### src/rtl/heightmap_to_normal_map_macros.svh
// Assertion macros used by the heightmap_to_normal_map top level.
// Expects clk and rst_n to be visible at the point of use.
`ifndef HEIGHTMAP_TO_NORMAL_MAP_MACROS_SVH
`define HEIGHTMAP_TO_NORMAL_MAP_MACROS_SVH

// Same-cycle implication.
`define HMN_ASSERT_NOW(lbl, ante, cons, msg) \
    lbl: assert property (@(posedge clk) disable iff (!rst_n) (ante) |-> (cons)) else $error(msg);

// Next-cycle implication.
`define HMN_ASSERT_NEXT(lbl, ante, cons, msg) \
    lbl: assert property (@(posedge clk) disable iff (!rst_n) (ante) |=> (cons)) else $error(msg);

`endif

### src/rtl/hmn_pkg.sv
// Package for the height-map to normal-map converter.
// Widths, constants and item types; no dependencies.
`default_nettype none

package hmn_pkg;

    localparam int SUM_W               = 10;
    localparam int NUM_SUMS            = 9;
    localparam int IN_DATA_W           = 96;
    localparam int OUT_W               = 8;
    localparam int OUT_DATA_W          = 32;
    localparam int SCALE_W             = 16;
    localparam int ACC_W               = 12;
    localparam int DIFF_W              = 13;
    localparam int PROD_W              = SCALE_W + DIFF_W;
    localparam int MAG_W               = 27;
    localparam int SLOPE_W             = 23;
    localparam int GRAD_SHIFT          = 8;
    localparam int GRAD_DIV            = 4590;
    localparam int GRAD_RCP_W          = 23;
    localparam int DPROD_W             = MAG_W + GRAD_RCP_W;
    localparam int DCHK_W              = SLOPE_W + 13;
    localparam int SQ_W                = 2 * SLOPE_W;
    localparam int ROOT_W              = SQ_W / 2;
    localparam int RREM_W              = ROOT_W + 3;
    localparam int RSQRT_FRAC_BITS_DEF = 16;
    localparam int QUEUE_DEPTH         = 4;
    localparam int QPTR_W              = $clog2(QUEUE_DEPTH);
    localparam int THIRD_MUL           = 683;
    localparam int THIRD_SHIFT         = 11;

    localparam logic signed [SCALE_W-1:0] SCALE_RESET = 16'sd256;
    localparam logic [SQ_W-1:0]           SQ_ONE      = SQ_W'(64'h1_0000_0000);
    localparam logic [ROOT_W-1:0]         RCP_REM0    = ROOT_W'(32'h8000);
    // floor(2^35 / GRAD_DIV); the estimate undershoots the quotient by at most one
    localparam logic [GRAD_RCP_W-1:0]     GRAD_RCP    = 23'd7485781;

    typedef struct packed {
        logic             sgn_u;
        logic             sgn_v;
        logic [MAG_W-1:0] mag_u;
        logic [MAG_W-1:0] mag_v;
        logic [OUT_W-1:0] alpha;
    } hmn_item_t;

    typedef struct packed {
        logic             sgn_u;
        logic             sgn_v;
        logic [OUT_W-1:0] alpha;
    } hmn_side_t;

    typedef struct packed {
        logic full;
        logic empty;
    } hmn_qstat_t;

endpackage

`default_nettype wire

### src/rtl/hmn_front.sv
// Front part: accepts windows, forms the scaled gradients and the alpha value.
// Depends on hmn_pkg; feeds hmn_queue.
`default_nettype none

module hmn_front
(
    input  wire logic                          clk,
    input  wire logic                          rst_n,
    input  wire logic                          cfg_valid,
    output logic                               cfg_ready,
    input  wire logic [hmn_pkg::SCALE_W-1:0]   cfg_data,
    input  wire logic                          s_tvalid,
    output logic                               s_tready,
    input  wire logic [hmn_pkg::IN_DATA_W-1:0] s_tdata,
    input  wire hmn_pkg::hmn_qstat_t           q_stat,
    output logic                               push,
    output hmn_pkg::hmn_item_t                 push_item
);

    logic signed [hmn_pkg::SCALE_W-1:0] scale_reg;
    logic                               fr_vld_reg, fr_vld_next;
    hmn_pkg::hmn_item_t                 fr_item_reg, fr_item_next;

    logic [hmn_pkg::SUM_W-1:0]          ul, up, ur, lf, rt, dl, dn, dr, ce;
    logic [hmn_pkg::ACC_W-1:0]          col_l, col_r, row_t, row_b;
    logic signed [hmn_pkg::DIFF_W-1:0]  du, dv;
    logic signed [hmn_pkg::PROD_W-1:0]  pu, pv, nu, nv;
    logic [hmn_pkg::SUM_W+hmn_pkg::THIRD_SHIFT:0] third;
    logic [hmn_pkg::SUM_W-1:0]          alpha_w;
    logic                               accept;

    assign cfg_ready = 1'b1;

    assign ul = s_tdata[9:0];
    assign up = s_tdata[19:10];
    assign ur = s_tdata[29:20];
    assign lf = s_tdata[39:30];
    assign rt = s_tdata[49:40];
    assign dl = s_tdata[59:50];
    assign dn = s_tdata[69:60];
    assign dr = s_tdata[79:70];
    assign ce = s_tdata[89:80];

    assign s_tready = !fr_vld_reg || !q_stat.full;
    assign accept   = s_tvalid && s_tready;
    assign push     = fr_vld_reg && !q_stat.full;
    assign push_item = fr_item_reg;

    always_comb
    begin
        col_l = hmn_pkg::ACC_W'(ul) + hmn_pkg::ACC_W'(lf) + hmn_pkg::ACC_W'(dl);
        col_r = hmn_pkg::ACC_W'(ur) + hmn_pkg::ACC_W'(rt) + hmn_pkg::ACC_W'(dr);
        row_t = hmn_pkg::ACC_W'(ul) + hmn_pkg::ACC_W'(up) + hmn_pkg::ACC_W'(ur);
        row_b = hmn_pkg::ACC_W'(dl) + hmn_pkg::ACC_W'(dn) + hmn_pkg::ACC_W'(dr);
        du    = $signed({1'b0, col_r}) - $signed({1'b0, col_l});
        dv    = $signed({1'b0, row_b}) - $signed({1'b0, row_t});
        pu    = scale_reg * du;
        pv    = scale_reg * dv;
        nu    = -pu;
        nv    = -pv;
        third = (hmn_pkg::SUM_W+hmn_pkg::THIRD_SHIFT+1)'(ce) *
                (hmn_pkg::SUM_W+hmn_pkg::THIRD_SHIFT+1)'(hmn_pkg::THIRD_MUL);
        alpha_w = hmn_pkg::SUM_W'(third >> hmn_pkg::THIRD_SHIFT);

        fr_item_next.sgn_u = pu[hmn_pkg::PROD_W-1];
        fr_item_next.sgn_v = pv[hmn_pkg::PROD_W-1];
        fr_item_next.mag_u = pu[hmn_pkg::PROD_W-1] ? nu[hmn_pkg::MAG_W-1:0]
                                                   : pu[hmn_pkg::MAG_W-1:0];
        fr_item_next.mag_v = pv[hmn_pkg::PROD_W-1] ? nv[hmn_pkg::MAG_W-1:0]
                                                   : pv[hmn_pkg::MAG_W-1:0];
        fr_item_next.alpha = (alpha_w > hmn_pkg::SUM_W'(255)) ? 8'hFF
                                                              : alpha_w[hmn_pkg::OUT_W-1:0];

        fr_vld_next = fr_vld_reg;
        if (accept)
            fr_vld_next = 1'b1;
        else if (push)
            fr_vld_next = 1'b0;
    end

    always_ff @(posedge clk or negedge rst_n)
    begin
        if (!rst_n)
        begin
            scale_reg  <= hmn_pkg::SCALE_RESET;
            fr_vld_reg <= 1'b0;
        end
        else
        begin
            if (cfg_valid)
                scale_reg <= cfg_data;
            fr_vld_reg <= fr_vld_next;
        end
    end

    always_ff @(posedge clk)
    begin
        if (accept)
            fr_item_reg <= fr_item_next;
    end

endmodule

`default_nettype wire

### config.mk
export PLATFORM = sky130hd
export DESIGN_NAME = hmn_front
export DESIGN_NICKNAME = d
export VERILOG_FILES = /design/src/rtl/heightmap_to_normal_map_macros.svh /design/src/rtl/hmn_pkg.sv /design/src/rtl/hmn_front.sv
export SDC_FILE = /design/constraint.sdc
export NUM_CORES = 1
export LEC_CHECK = 0
export CAP_MARGIN = 30
export CORE_ASPECT_RATIO = 0.9
export CORE_MARGIN = 2
export CORE_UTILIZATION = 45
export CTS_CLUSTER_DIAMETER = 30
export CTS_CLUSTER_SIZE = 8
export DETAILED_ROUTE_END_ITERATION = 7
export DONT_BUFFER_PORTS = 1
export PLACE_DENSITY_LB_ADDON = 0.2
export SYNTH_ARGS = -nofsm -noshare
export SYNTH_HDL_FRONTEND = slang
export SYNTH_SLANG_ARGS = --single-unit
### constraint.sdc
create_clock -name clk -period 15.4 [get_ports clk]
set_clock_uncertainty 0.15 [all_clocks]
set_input_delay 1.54 -clock clk [delete_from_list [all_inputs] [get_ports clk]]
set_output_delay 1.54 -clock clk [all_outputs]
set_load 0.05 [all_outputs]
==> results.cfg <==
[clock_network]
cts_buffers = 9
cts_tree = done
clockBufferDepth = 2
clock_sinks = 81
cts.clk_slew.worst_paths_ps = 70
cts_root_buffer = clkbuf_16
cts_setup_buffers = 0
cts-resized-gates = 0
clock_latency_ps = 360
postCtsHoldBufs = 0
htree_levels = 3

[sta]
tightest_slew_ps = 1020
whs_ps = 547
hold_viol = 0
slew_headroom_pct = 31.5
maxClockFrequency_mhz = 84.8
setup_slack_ps = 3600
finalSetupViolCount = 0
fin_tns_setup_ps = 0
final.min_clock_period_ps = 11800
finalMaxSlewViolations = 0
post-route-period-util_pct = 76.6
rsz0062_at_grt = no

[detailed_routing]
drt-vias-per-instance = 5.07
drt_pass1_iterations = 5
drtIter0Drc = 743
detail_route.wl_per_cell_um = 16.2
drtAntennaViolNets = 0
wirelength_um = 50500
vias = 15800
drc = 0

[logic_synthesis]
synth.largest_area_cell = fa_1
syn_area_sq_mm = 0.0235
syn_inst = 2459
ys_warn_count = 0
ys_top_cells_by_area = fa_1 (42%), ha_1 (12%), inv_1 (9.5%), edfxtp_1 (8.2%), nand2_1 (4.8%)
synth_common_cells = inv_1 (592), fa_1 (494), nand2_1 (300)
yosysMostFrequentCell = inv_1
synth_top_area_share_pct = 42.1
synth_nets = 3303
yosysUniqueCellTypes = 88
synth_seq_cells = 81
yosysSeqAreaShare_pct = 10.0
ys_async_sr_fraction_pct = 21.0
ys.flop_type = edfxtp_1
syn_area_per_cell_sq_um = 9.55
synth_edf_count = 64

[setup_path]
cp_slowest_cell = a2111oi_0
reg2reg_slack_ps = 7780
end_kind = flop
crit_path_frequent_cell = fa_1
cp.arrival_ps = 11760
start_kind = primary input
setup.worst_path.class = in2reg
worstReg2RegEnd = push_item[16]
reg2regPathDepth = 21
timing.rr.start = scale_reg[8]
critPathMaxFanout = 16
crit_required_ps = 15370
cp_slowest_stage_delay_ps = 640

[finish]
drive_gt1_share_pct = 4.79
final_net_count = 3262
largest_register_ffs = 64
stdcell_count = 3115
regArea_sq_mm = 0.00235
area_delta_synth_final_pct = 4.97
multi_input_area_sq_mm = 0.0186
fillers = 4967

[status]
status = finished, final reports clean

[hold_path]
hold_end = scale_reg[6]
worstHoldStart = scale_reg[6]
whs_path_depth = 1
hold_path.class = reg2reg

[global_route]
grtUsageTotal_pct = 20.0
antenna_found_initial = 5
grt_pass1_wl_um = 86400
grt_pass1_vias = 17200
grt_max_degree = 65
overflow = 0

[floorplan]
ios = 185
coreArea_sq_mm = 0.0516
die_w_um = 245
initial_core_util_pct = 45.5
die_height_um = 221
row_count = 79
die-area_sq_mm = 0.0540

[place]
post-dp-hpwl_um = 42200
placement.setup.worst_slack_ps = 3240
io_buffer_count = 0
place_congestion = 0.909
dp_cells = 3095

[job]
maxCapViolations = 0
==> per-stage QoR <==
stage	cell area, sq um	utilization (%)
final	24600	47.8
after CTS	24600	47.8
after global placement	24300	47.0
after floorplan	23500	-
after detailed placement	24400	47.2
after global routing	24600	47.8
==> per-layer routing <==
layer | track usage (%) | part of all wire, %
met1 | 25.3 | 42
met2 | 35.1 | 50
met3 | 4.05 | 6.3
met4 | 5.10 | 2.1
met5 | 0 | 0
==> cell families after synthesis <==
| family | after synthesis | share of synthesized area [%] |
|---|---|---|
| AOI/OAI and AO/OA | 211 | 6.15 |
| buffers and inverters | 678 | 11.0 |
| other | 1 | 0.0160 |
| adders and majority gates | 726 | 54.5 |
| DFF | 81 | 10.0 |
| xor gates and xnor gates | 133 | 5.04 |
| muxes | 17 | 0.815 |
| and+or+nand+nor | 612 | 12.5 |
==> worst max-delay path by stage <==
stage / endpoint / slack (ps) / depth (start not counted) / start
floorplan: push_item[57] / 4160 / 39 / s_tdata[41]
global placement: push_item[16] / 3360 / 40 / s_tdata[61]
detailed placement: push_item[16] / 3240 / 40 / s_tdata[61]
CTS: push_item[16] / 3610 / 40 / s_tdata[61]
global route: push_item[16] / 2980 / 40 / s_tdata[71]
finish: push_item[34] / 3600 / 40 / s_tdata[61]
==> cell usage in the layout, fill, tap and decap left out, drive strengths merged, types with 36 or more instances in the layout <==
| cell | n |
|---|---|
| inv | 600 |
| fa | 494 |
| xnor2 | 99 |
| nand2 | 300 |
| nor2 | 75 |
| a21oi | 69 |
| ha | 232 |
| edfxtp | 64 |
| nor2b | 36 |
| and2 | 103 |
==> worst max-delay path, delay by kind of cell <==
| family | cells | cell delay, ps |
|---|---|---|
| AOI/OAI and AO/OA | 14 | 3060 |
| xor gates and xnor gates | 3 | 480 |
| adders and majority gates | 12 | 5440 |
| buffers and inverters | 8 | 610 |
| and+or+nand+nor | 3 | 590 |
==> final cells by class <==
| cell class | count | share of cell area [%] |
|---|---|---|
| diodes | 4 | 0.0406 |
| clock buffers | 9 | 0.914 |
| clock inverters | 7 | 0.228 |
| inverters | 594 | 9.05 |
| multi-input cells | 1700 | 75.5 |
| flip-flops and latches | 81 | 9.53 |
| well taps | 688 | 3.49 |
| repair buffers | 32 | 1.22 |
Power is left out: the tool's default activity adds up to more than one toggle a clock period on the data nets, which glitch-free logic cannot reach.
