[src/rtl/heightmap_to_normal_map_macros.svh]
// Assertion macros used by the heightmap_to_normal_map top level.
// Expects clk and rst_n to be visible at the point of use.
`ifndef HEIGHTMAP_TO_NORMAL_MAP_MACROS_SVH
`define HEIGHTMAP_TO_NORMAL_MAP_MACROS_SVH

// Same-cycle implication.
`define HMN_ASSERT_NOW(lbl, ante, cons, msg) \
    lbl: assert property (@(posedge clk) disable iff (!rst_n) (ante) |-> (cons)) else $error(msg);

// Next-cycle implication.
`define HMN_ASSERT_NEXT(lbl, ante, cons, msg) \
    lbl: assert property (@(posedge clk) disable iff (!rst_n) (ante) |=> (cons)) else $error(msg);

`endif

[src/rtl/hmn_pkg.sv]
// Package for the height-map to normal-map converter.
// Widths, constants and item types; no dependencies.
`default_nettype none

package hmn_pkg;

    localparam int SUM_W               = 10;
    localparam int NUM_SUMS            = 9;
    localparam int IN_DATA_W           = 96;
    localparam int OUT_W               = 8;
    localparam int OUT_DATA_W          = 32;
    localparam int SCALE_W             = 16;
    localparam int ACC_W               = 12;
    localparam int DIFF_W              = 13;
    localparam int PROD_W              = SCALE_W + DIFF_W;
    localparam int MAG_W               = 27;
    localparam int SLOPE_W             = 23;
    localparam int GRAD_SHIFT          = 8;
    localparam int GRAD_DIV            = 4590;
    localparam int GRAD_RCP_W          = 23;
    localparam int DPROD_W             = MAG_W + GRAD_RCP_W;
    localparam int DCHK_W              = SLOPE_W + 13;
    localparam int SQ_W                = 2 * SLOPE_W;
    localparam int ROOT_W              = SQ_W / 2;
    localparam int RREM_W              = ROOT_W + 3;
    localparam int RSQRT_FRAC_BITS_DEF = 16;
    localparam int QUEUE_DEPTH         = 4;
    localparam int QPTR_W              = $clog2(QUEUE_DEPTH);
    localparam int THIRD_MUL           = 683;
    localparam int THIRD_SHIFT         = 11;

    localparam logic signed [SCALE_W-1:0] SCALE_RESET = 16'sd256;
    localparam logic [SQ_W-1:0]           SQ_ONE      = SQ_W'(64'h1_0000_0000);
    localparam logic [ROOT_W-1:0]         RCP_REM0    = ROOT_W'(32'h8000);
    // floor(2^35 / GRAD_DIV); the estimate undershoots the quotient by at most one
    localparam logic [GRAD_RCP_W-1:0]     GRAD_RCP    = 23'd7485781;

    typedef struct packed {
        logic             sgn_u;
        logic             sgn_v;
        logic [MAG_W-1:0] mag_u;
        logic [MAG_W-1:0] mag_v;
        logic [OUT_W-1:0] alpha;
    } hmn_item_t;

    typedef struct packed {
        logic             sgn_u;
        logic             sgn_v;
        logic [OUT_W-1:0] alpha;
    } hmn_side_t;

    typedef struct packed {
        logic full;
        logic empty;
    } hmn_qstat_t;

endpackage

`default_nettype wire

[src/rtl/hmn_queue.sv]
// Short queue between the front and back parts of the converter.
// Depends on hmn_pkg for the item type and depth.
`default_nettype none

module hmn_queue
(
    input  wire logic              clk,
    input  wire logic              rst_n,
    input  wire logic              push,
    input  wire hmn_pkg::hmn_item_t push_item,
    input  wire logic              pop,
    output hmn_pkg::hmn_item_t     head_item,
    output hmn_pkg::hmn_qstat_t    stat
);

    hmn_pkg::hmn_item_t             mem [0:hmn_pkg::QUEUE_DEPTH-1];
    logic [hmn_pkg::QPTR_W-1:0]     wr_ptr_reg, wr_ptr_next;
    logic [hmn_pkg::QPTR_W-1:0]     rd_ptr_reg, rd_ptr_next;
    logic [hmn_pkg::QPTR_W:0]       cnt_reg, cnt_next;

    always_comb
    begin
        wr_ptr_next = push ? wr_ptr_reg + 1'b1 : wr_ptr_reg;
        rd_ptr_next = pop ? rd_ptr_reg + 1'b1 : rd_ptr_reg;
        cnt_next    = cnt_reg;
        if (push && !pop)
            cnt_next = cnt_reg + 1'b1;
        else if (pop && !push)
            cnt_next = cnt_reg - 1'b1;
    end

    always_ff @(posedge clk or negedge rst_n)
    begin
        if (!rst_n)
        begin
            wr_ptr_reg <= '0;
            rd_ptr_reg <= '0;
            cnt_reg    <= '0;
        end
        else
        begin
            wr_ptr_reg <= wr_ptr_next;
            rd_ptr_reg <= rd_ptr_next;
            cnt_reg    <= cnt_next;
        end
    end

    always_ff @(posedge clk)
    begin
        if (push)
            mem[wr_ptr_reg] <= push_item;
    end

    assign head_item  = mem[rd_ptr_reg];
    assign stat.full  = (cnt_reg == (hmn_pkg::QPTR_W+1)'(hmn_pkg::QUEUE_DEPTH));
    assign stat.empty = (cnt_reg == '0);

endmodule

`default_nettype wire

[config.mk]
export PLATFORM = sky130hd
export DESIGN_NAME = hmn_queue
export DESIGN_NICKNAME = d
export VERILOG_FILES = /design/src/rtl/heightmap_to_normal_map_macros.svh /design/src/rtl/hmn_pkg.sv /design/src/rtl/hmn_queue.sv
export SDC_FILE = /design/constraint.sdc
export NUM_CORES = 1
export LEC_CHECK = 0
export BUFFER_PORTS_ARGS = -buffer_cell sky130_fd_sc_hd__buf_2
export CORE_UTILIZATION = 55
export CTS_CLUSTER_DIAMETER = 200
export DETAILED_ROUTE_END_ITERATION = 10
export PLACE_DENSITY = 0.77
export SYNTH_ARGS = -nofsm -noshare
export SYNTH_HDL_FRONTEND = slang
export SYNTH_SLANG_ARGS = --single-unit
[constraint.sdc]
create_clock -name clk -period 3.01 [get_ports clk]
set_clock_uncertainty 0.1 [all_clocks]
set_input_delay 0.1505 -clock clk [delete_from_list [all_inputs] [get_ports clk]]
set_output_delay 0.1505 -clock clk [all_outputs]
set_load 0.01 [all_outputs]
==> qor.csv, run 1 <==
metric;value;unit
fin_setup_tns;0;ns
period_share;85.62;%
synth_cell_types;19;
largest_reg_flops;256;
synth-seq-cells;263;
syn_nets;442;
ys_warn_count;0;
wl_per_cell;20.90;um
crit_slowest_cell;dfrtp_4;
power.density;924.1;nW/um2
outcome;completed;
htree_levels;1;
core-area;17180;um2
dp_hpwl;9.734;mm
first_iter_violations;283;
min_period;2.577;ns
syn_inst;368;
critPathRequiredTime;2.76;ns
layout_common_cells;edfxtp_1, buf_2, dlygate4sd3_1;
cts_root_buf;clkbuf_16;
final_hold_viol_count;0;
ant_nets;0;
via_per_inst;5.407;
setup_violations;0;
die_h;134.3;um
start_util;56.03;%
grt_max_degree;41;
place_ws;0.9183;ns
numCtsBuffers;26;
max_slew.worst_pin.slew;0.5794;ns
cp_top_family;flip-flops;
power;0.01115;W
syn-mean-instance-area;26.15;um2
drv_cap;0;
vdd_ir_drop_max;0.5195;mV
core.rowCount;48;
antenna_found_initial;0;
cts_tree;yes;
cp.arrival;2.33;ns
path_buf_inv;2;
drv_slew;0;
io_buffers;133;
critical-path-max-stage-delay;0.63;ns
min_path_type;primary input to flop;
first_pass_iters;4;
syn_area;9624;um2
path_class;flop to primary output;
setup.worst_path.start_class;flop;
final_common_cell;edfxtp_1;
grt_pass1_vias;4981;
slew_headroom;61.37;%
num_io_pins;134;
wirelength;17.39;mm
rsz0062_at_grt;no;
cts_resized;0;
clk_pin_slew;0.06;ns
area_growth;25.39;%
final_core_util;70.26;%
fmax;388.0;MHz
vias;4499;
drc;0;
fin_ws;0.4330;ns
cp_max_fo;19;
yosysSeqAreaShare;81.70;%
clock_latency;0.50;ns
cts_sinks;263;
antenna_cells;0;
grt_usage;20.21;%
grt_first_pass_wirelength;27.09;mm
drive_gt1_share;39.87;%
endpoint_kind;primary output;
fin_nets;664;
grt_overflow;0;
place_congestion;0.6517;
die_x;134.3;um
clk_path_buf_depth;3;
cp_cell_sequence;buf_4, mux4_2, buf_2;
die_area;18030;um2
p_leak;4.198;nW
==> cells by family after synthesis <==
| family | after synthesis | share of synthesized area, % |
|---|---|---|
| buffers and inverters | 18 | 1.248 |
| and+or+nand+nor | 9 | 0.5069 |
| DFF | 263 | 81.70 |
| xor gates and xnor gates | 6 | 0.5460 |
| muxes | 65 | 15.09 |
| adders and majority gates | 6 | 0.8580 |
| AOI/OAI and AO/OA | 1 | 0.05195 |
==> Yosys cell counts <==
cell type / count / area share [%]
edfxtp_1: 256 / 80
buf_6: 5 / 0.58
buf_4: 2 / 0.16
fa_1: 1 / 0.21
buf_2: 6 / 0.31
and2_1: 4 / 0.26
nor2_1: 1 / 0.039
nor3_1: 1 / 0.052
nor3b_1: 1 / 0.078
clkbuf_1: 1 / 0.039
dfrtp_1: 7 / 1.8
mux4_2: 64 / 15
ha_1: 5 / 0.65
nand2_1: 2 / 0.078
xnor2_1: 2 / 0.18
inv_1: 4 / 0.16
mux2_2: 1 / 0.12
o21ai_0: 1 / 0.052
xor2_1: 4 / 0.36
==> worst reg2reg max path, delay by kind of cell (launching register included) <==
kind / cells / cell delay, ns
fa+ha+maj: 1 / 0.16
buf+inv: 2 / 0.41
simple gates: 1 / 0.52
flops: 1 / 0.42
==> through the flow <==
step           std cells  hold WS (ns)  area, um2
3_5_place_dp         719      -0.09536      10610
6_report             832        0.2906      12070
4_1_cts              832        0.2687      12070
5_1_grt              832        0.2826      12070
2_1_floorplan        368       -0.2451       9624
3_3_place_gp         719      -0.09276      10610
==> layout make-up <==
type	instances	area (um2)
Fill cell	1083	5109
Timing Repair Buffer	208	1474
Clock buffer	34	701.9
Sequential cell	263	7870
Clock inverter	11	73.82
Inverter	4	15.01
Multi-Input combinational cell	87	1652
Tap cell	225	281.5
==> repair_timing <==
item                                   in CTS  in global routing
endpoints found under the hold margin     267                  0
setup buffers                               0                  0
hold buffers                               68                  0
==> per-layer routing <==
layer	part of all wire [%]	wire, um	vias to the layer above	track usage, %
met4	1.7	302	0	5.868
met1	40	6940	2326	25.18
li1	-	-	2018	-
met5	0	0	-	0
met3	4.6	805	27	3.137
met2	54	9340	128	36.76
==> path summary, 6_finish.rpt <==
check	cells past startpoint	to	slack, ns	start
min in group asynchronous	3	cnt_reg[0]	0.52	rst_n
min reg2reg	1	cnt_reg[2]	0.42	cnt_reg[2]
max reg2reg	4	mem[2][63]	1.08	wr_ptr_reg[0]
min	2	mem[0][40]	0.29	push_item[40]
max in group asynchronous	3	rd_ptr_reg[0]	1.98	rst_n
max	3	head_item[51]	0.43	rd_ptr_reg[0]
==> power by group <==
group	leakage [nW]	total, W	switching, W	internal (W)
Sequential	2.43	0.00514	0.000338	0.00480
Combinational	1.39	0.00308	0.00154	0.00154
Clock	0.374	0.00294	0.00123	0.00171
No activity file was read; power rests on OpenSTA's default activity.
==> inputs of run 2 (changes only) <==
--- a/config.mk
+++ b/config.mk
@@ -6,10 +6,10 @@
 export NUM_CORES = 1
 export LEC_CHECK = 0
 export BUFFER_PORTS_ARGS = -buffer_cell sky130_fd_sc_hd__buf_2
-export CORE_UTILIZATION = 55
+export CORE_UTILIZATION = 51
 export CTS_CLUSTER_DIAMETER = 200
 export DETAILED_ROUTE_END_ITERATION = 10
-export PLACE_DENSITY = 0.77
+export PLACE_DENSITY = 0.75
 export SYNTH_ARGS = -nofsm -noshare
 export SYNTH_HDL_FRONTEND = slang
 export SYNTH_SLANG_ARGS = --single-unit
==> constraint.sdc (replaced) <==
create_clock -name clk -period 2.2 [get_ports clk]
set_clock_uncertainty 0.1 [all_clocks]
set_input_delay 0.11 -clock clk [delete_from_list [all_inputs] [get_ports clk]]
set_output_delay 0.11 -clock clk [all_outputs]
set_load 0.01 [all_outputs]
==> run 2 against run 1 <==
Effect of this change: power is 49% higher; final cell count increased by 2.3%; setup slack got worse by 0.41 ns; cell area grew 4.3%; combinational power is 85% higher; non-clock buffer count rose by 15; clock-buffer cell count grew 2; first-iteration DRC count is 29% lower; die area is 7.7% higher; critical path type unchanged.
==> qor.csv, run 2 (synthesis gave the netlist of run 1 again) <==
metric;value;unit;change
drc;0;;unchanged
setup_violations;0;;unchanged
htree_levels;1;;unchanged
grt_usage;18.83;%;-1.4 points
first_iter_violations;200;;-29%
fillCellCount;1047;;-3.3%
fmax;459.4;MHz;
setup.worst_path.start_class;flop;;
clock_latency;0.51;ns;about the same
first_pass_iters;4;;unchanged
cp.arrival;1.97;ns;-0.36 ns
grt_max_degree;66;;+61%
r2r_start;wr_ptr_reg[1];;
numCtsBuffers;27;;+3.8%
core.rowCount;49;;+2.1%
dp_hpwl;9.644;mm;-0.92%
grt_pass1_vias;5104;;+2.5%
die_h;139.4;um;+3.8%
power.density;1318;nW/um2;+43%
ant_nets;0;;unchanged
largest_reg_flops;256;;unchanged
period_share;98.94;%;
reg2reg_to;mem[1][19];;
clk_pin_slew;0.06;ns;about the same
place_congestion;0.6622;;+1.6%
antenna_cells;0;;unchanged
clk_path_buf_depth;3;;unchanged
wl_per_cell;21.94;um;+5.0%
fin_ws;0.02338;ns;-0.4096 ns
rsz0062_at_grt;yes;;
path_class;flop to primary output;;
vias;4688;;+4.2%
p_leak;4.425;nW;+5.4%
core-area;18210;um2;+6.0%
max_slew.worst_pin.slew;0.4356;ns;-0.1438 ns
whs;0.2450;ns;-0.04557 ns
hp-start;push_item[54];;
cts_tree;yes;;
fin_nets;680;;+2.4%
place_ws;0.4494;ns;-0.4689 ns
via_per_inst;5.509;;+1.9%
num_io_pins;134;;unchanged
holdPathStages;2;;unchanged
layout_common_cells;edfxtp_1, buf_2, dlygate4sd3_1;;
io_buffers;133;;unchanged
cts_sinks;263;;unchanged
cp_max_fo;6;;-13
endpoint_kind;primary output;;
grt_first_pass_wirelength;27.68;mm;+2.2%
start_util;52.86;%;-3.2 points
drv_slew;0;;unchanged
min_path_type;primary input to flop;;
wirelength;18.67;mm;+7.4%
die_area;19420;um2;+7.7%
area_growth;30.84;%;
holdPathEnd;mem[2][54];;
drv_cap;0;;unchanged
reg2reg_depth;4;;unchanged
vdd_ir_drop_max;0.7954;mV;+53%
final_common_cell;edfxtp_1;;
min_period;2.177;ns;
slew_headroom;70.96;%;+9.6 points
grt_overflow;0;;unchanged
cts_root_buf;clkbuf_16;;
outcome;completed;;
antenna_found_initial;0;;unchanged
r2r_slack;0.49;ns;-0.59 ns
drive_gt1_share;41.96;%;+2.1 points
critPathRequiredTime;1.99;ns;-0.77 ns
final_hold_viol_count;0;;unchanged
die_x;139.4;um;+3.8%
[run 2: cell count changes in the layout (fill, tap and decap cells not counted)]
cell	previous run	this run
buf_6	0	36
buf_2	133	99
clkbuf_16	27	32
clkinv_1	7	2
buf_16	0	3
buf_4	1	4
clkinv_2	2	5
buf_12	6	8
clkbuf_1	7	8
clkbuf_8	0	1
[run 2: metrics by stage]
| stage | utilization [%] | cells | cell area, um2 | setup TNS [ns] | total power (W) |
|---|---|---|---|---|---|
| 2_1_floorplan | - | 368 | 9629 | 0 | 0.009743 |
| 3_3_place_gp | 58.59 | 725 | 10670 | 0 | 0.01126 |
| 3_5_place_dp | 58.59 | 725 | 10670 | 0 | 0.01143 |
| 4_1_cts | 68.07 | 839 | 12390 | -1.376 | 0.01628 |
| 5_1_grt | 69.15 | 851 | 12590 | -0.6084 | 0.01730 |
| 6_report | 69.15 | 851 | 12590 | 0 | 0.01660 |
[run 2: repair_timing]
action,in CTS,in global routing
pin swaps,0,0
endpoints found under the setup margin,40,64
setup buffers,0,5
cloned,1,7
resized for setup,37,0
hold endpoints to repair,268,0
hold buffers,68,0
[run 2: worst max-delay path by stage]
stage / from / endpoint / depth (start not counted)
3_3_place_gp: rd_ptr_reg[0] / head_item[49] / 3
3_5_place_dp: rd_ptr_reg[0] / head_item[49] / 3
5_1_grt: rd_ptr_reg[0] / head_item[49] / 4
4_1_cts: rd_ptr_reg[0] / head_item[1] / 3
2_1_floorplan: wr_ptr_reg[0] / mem[2][0] / 3
6_report: rd_ptr_reg[0] / head_item[50] / 4
[run 2: final cells by class]
type                    count  area, um2  area share (%)
flip-flops and latches    263       7870           62.50
repair buffers            223       1979           15.72
multi-input cells          87       1652           13.12
clock buffers              36      719.4           5.713
well taps                 229      286.5           2.275
clock inverters             9      70.07          0.5564
inverters                   4      15.01          0.1192
[run 2: power breakdown]
part	leakage, nW	internal (W)	switching, W
logic	1.61	0.00304	0.00266
clock network	0.386	0.00239	0.00170
registers	2.43	0.00657	0.000253
total	4.42	0.0120	0.00461
[run 2: per-layer routing]
metal | track usage (%) | vias to the layer above | wire length [um]
met5 | 0 | - | 0
met4 | 5.439 | 0 | 354
met3 | 3.476 | 32 | 796
met2 | 34.04 | 132 | 9834
met1 | 23.16 | 2474 | 7687
li1 | - | 2050 | -
[run 2: worst max-delay path, stage by stage (launching register included)]
cell and delay, ns:
dfrtp_4 0.45, buf_4 0.17, clkbuf_16 0.17, mux4_2 0.52
buf_6 0.14
==> inputs of run 3 (changes only) <==
--- a/config.mk
+++ b/config.mk
@@ -9,7 +9,7 @@
 export CORE_UTILIZATION = 51
 export CTS_CLUSTER_DIAMETER = 200
 export DETAILED_ROUTE_END_ITERATION = 10
-export PLACE_DENSITY = 0.75
+export PLACE_DENSITY = 0.76
 export SYNTH_ARGS = -nofsm -noshare
 export SYNTH_HDL_FRONTEND = slang
 export SYNTH_SLANG_ARGS = --single-unit
==> run 3 against run 2 <==
Effect of this change: global-route usage increased by 0.64 points; non-clock buffer count increased by 1; cell area decreased by 1.2%; critical path depth unchanged; die area unchanged; sequential share of layout area increased by 0.76 points; register-to-register slack got worse by 0.04 ns; power decreased by 3.4%; sequential power increased by 1%; via count decreased by 1.4%; final cell count increased by 0.12%; largest cell class unchanged.
==> qor.csv, run 3 (synthesis gave the netlist of run 1 again) <==
metric;value;unit;change
clock_latency;0.51;ns;about the same
period_share;99.72;%;+0.78 points
met1_usage;24.90;%;+1.7 points
wl_per_cell;21.23;um;-3.2%
cp.arrival;1.98;ns;about the same
first_iter_violations;213;;+6.5%
dp.cells;733;;+1.1%
path_class;flop to primary output;;
critPathRequiredTime;1.99;ns;about the same
setup.worst_path.start_class;flop;;
grt_pass1_vias;5124;;+0.39%
drv_slew;0;;unchanged
die_area;19420;um2;unchanged
vias;4622;;-1.4%
first_pass_iters;4;;unchanged
cts_tree;yes;;
switching_share;28.06;%;+0.28 points
p_clk_share;23.9;%;-0.7 points
max_slew.worst_pin.slew;0.4347;ns;-0.0009209 ns
start_util;52.86;%;unchanged
num_io_pins;134;;unchanged
fmax;455.8;MHz;-0.78%
grt_usage;19.46;%;+0.64 points
cp_max_fo;7;;+1
clk_path_buf_depth;3;;unchanged
vdd_ir_drop_max;0.9516;mV;+20%
seq_power_share;42.9;%;+1.8 points
grt_max_degree;43;;-35%
power;0.01604;W;-3.4%
cts_root_buf;clkbuf_16;;
io_buffers;133;;unchanged
die_h;139.4;um;unchanged
slew_headroom;71.02;%;about the same
critical-path-max-stage-delay;0.53;ns;about the same
drv_cap;0;;unchanged
fin_setup_tns;0;ns;unchanged
final_hold_viol_count;0;;unchanged
postLayoutCellArea;12440;um2;-1.2%
grt_first_pass_wirelength;28.26;mm;+2.1%
core-area;18210;um2;unchanged
internal_power;0.01154;W;-3.8%
largest_reg_flops;256;;unchanged
core.rowCount;49;;unchanged
dp_hpwl;10.58;mm;+9.7%
rsz0062_at_grt;yes;;
p_switching;0.004500;W;-2.4%
min_path_type;primary input to flop;;
grt_overflow;0;;unchanged
fin_nets;680;;unchanged
r2r_slack;0.45;ns;-0.04 ns
cts_sinks;263;;unchanged
antenna_found_initial;0;;unchanged
die_x;139.4;um;unchanged
seqCellArea;7870;um2;unchanged
grt_busiest_layer;met2;;
via_per_inst;5.425;;-1.5%
cp_cell_sequence;buf_12, buf_16, mux4_2, buf_6;;
combPwrFrac;33.1;%;-1.2 points
crit_slowest_cell;mux4_2;;
ant_nets;0;;unchanged
setup_violations;0;;unchanged
power.density;1289;nW/um2;-2.2%
drive_gt1_share;41.73;%;-0.23 points
wirelength;18.09;mm;-3.1%
clk_pin_slew;0.06;ns;about the same
htree_levels;1;;unchanged
p_leak;4.367;nW;-1.3%
final_common_cell;edfxtp_1;;
instances_no_fill;852;;+0.12%
endpoint_kind;primary output;;
drc;0;;unchanged
final_core_util;68.32;%;-0.83 points
place_congestion;0.6936;;+4.7%
use_met2;34.86;%;+0.82 points
fillCellCount;1120;;+7.0%
outcome;completed;;
numCtsBuffers;26;;-3.7%
min_period;2.194;ns;+0.01720 ns
placed_area;10730;um2;+0.56%
multiInputGateArea;1652;um2;unchanged
layout_common_cells;edfxtp_1, buf_2, dlygate4sd3_1;;
grt_use_met3;3.131;%;-0.34 points
antenna_cells;0;;unchanged
area_growth;29.26;%;
## run 3: changes by cell type in the layout (fill, tap and decap cells not counted), moves of 2 or more
cell       previous run  this run
buf_4                 4        10
clkinv_1              2         6
buf_12                8        10
buf_6                36        31
clkbuf_1              8         6
buf_2                99       103
clkbuf_16            32        26
## run 3: worst max-delay path: cells and delay by family, from the launching register on
family,cells,cell delay [ns]
buf+inv,3,0.42
flops,1,0.49
mux,1,0.53
## run 3: what timing repair did
item / 4_1_cts / 5_1_grt
setup buffers: 5 / 0
pin swaps: 0 / 0
setup endpoints to repair: 59 / 58
gates resized for setup: 22 / 11
gates cloned: 2 / 0
hold endpoints to repair: 268 / 0
hold buffers: 68 / 0
## run 3: cell type report
cell class / count / share of cell area [%]
clock buffer: 32 / 5.411
multi-input combinational: 87 / 13.28
timing repair buffer: 224 / 15.08
clock inverter: 13 / 0.5532
tap: 229 / 2.303
sequential: 263 / 63.26
inverter: 4 / 0.1207
## run 3: final timing paths
path                            depth (start not counted)             to          start
worst min-delay path                                    2     mem[3][39]  push_item[39]
worst min register to register                          1     cnt_reg[2]     cnt_reg[2]
worst max-delay path                                    4  head_item[38]  rd_ptr_reg[0]
worst max register to register                          4     mem[2][36]  wr_ptr_reg[0]
max in group asynchronous                               3  rd_ptr_reg[1]          rst_n
min in group asynchronous                               3  rd_ptr_reg[0]          rst_n
## run 3: metrics by stage
stage	hold slack, ns	setup WS (ns)
3_3_place_gp	-0.1484	0.4455
6_report	0.2395	0.006185
2_1_floorplan	-0.2856	0.2454
5_1_grt	0.2332	-0.05427
4_1_cts	0.2141	-0.04115
3_5_place_dp	-0.1450	0.4232
## run 3: layer usage
metal,wire [um],share of wire [%]
met5,0,0
met4,250,1.4
met3,897,5.0
met2,9564,53
met1,7378,41
## run 3: power groups by stage
stage	registers (W)	clock network [W]	logic, W
after floorplan	0.00682	0	0.00292
after global routing	0.00696	0.00412	0.00567
after global placement	0.00697	0	0.00440
final	0.00689	0.00384	0.00532
after CTS	0.00689	0.00392	0.00530
after detailed placement	0.00705	0	0.00450
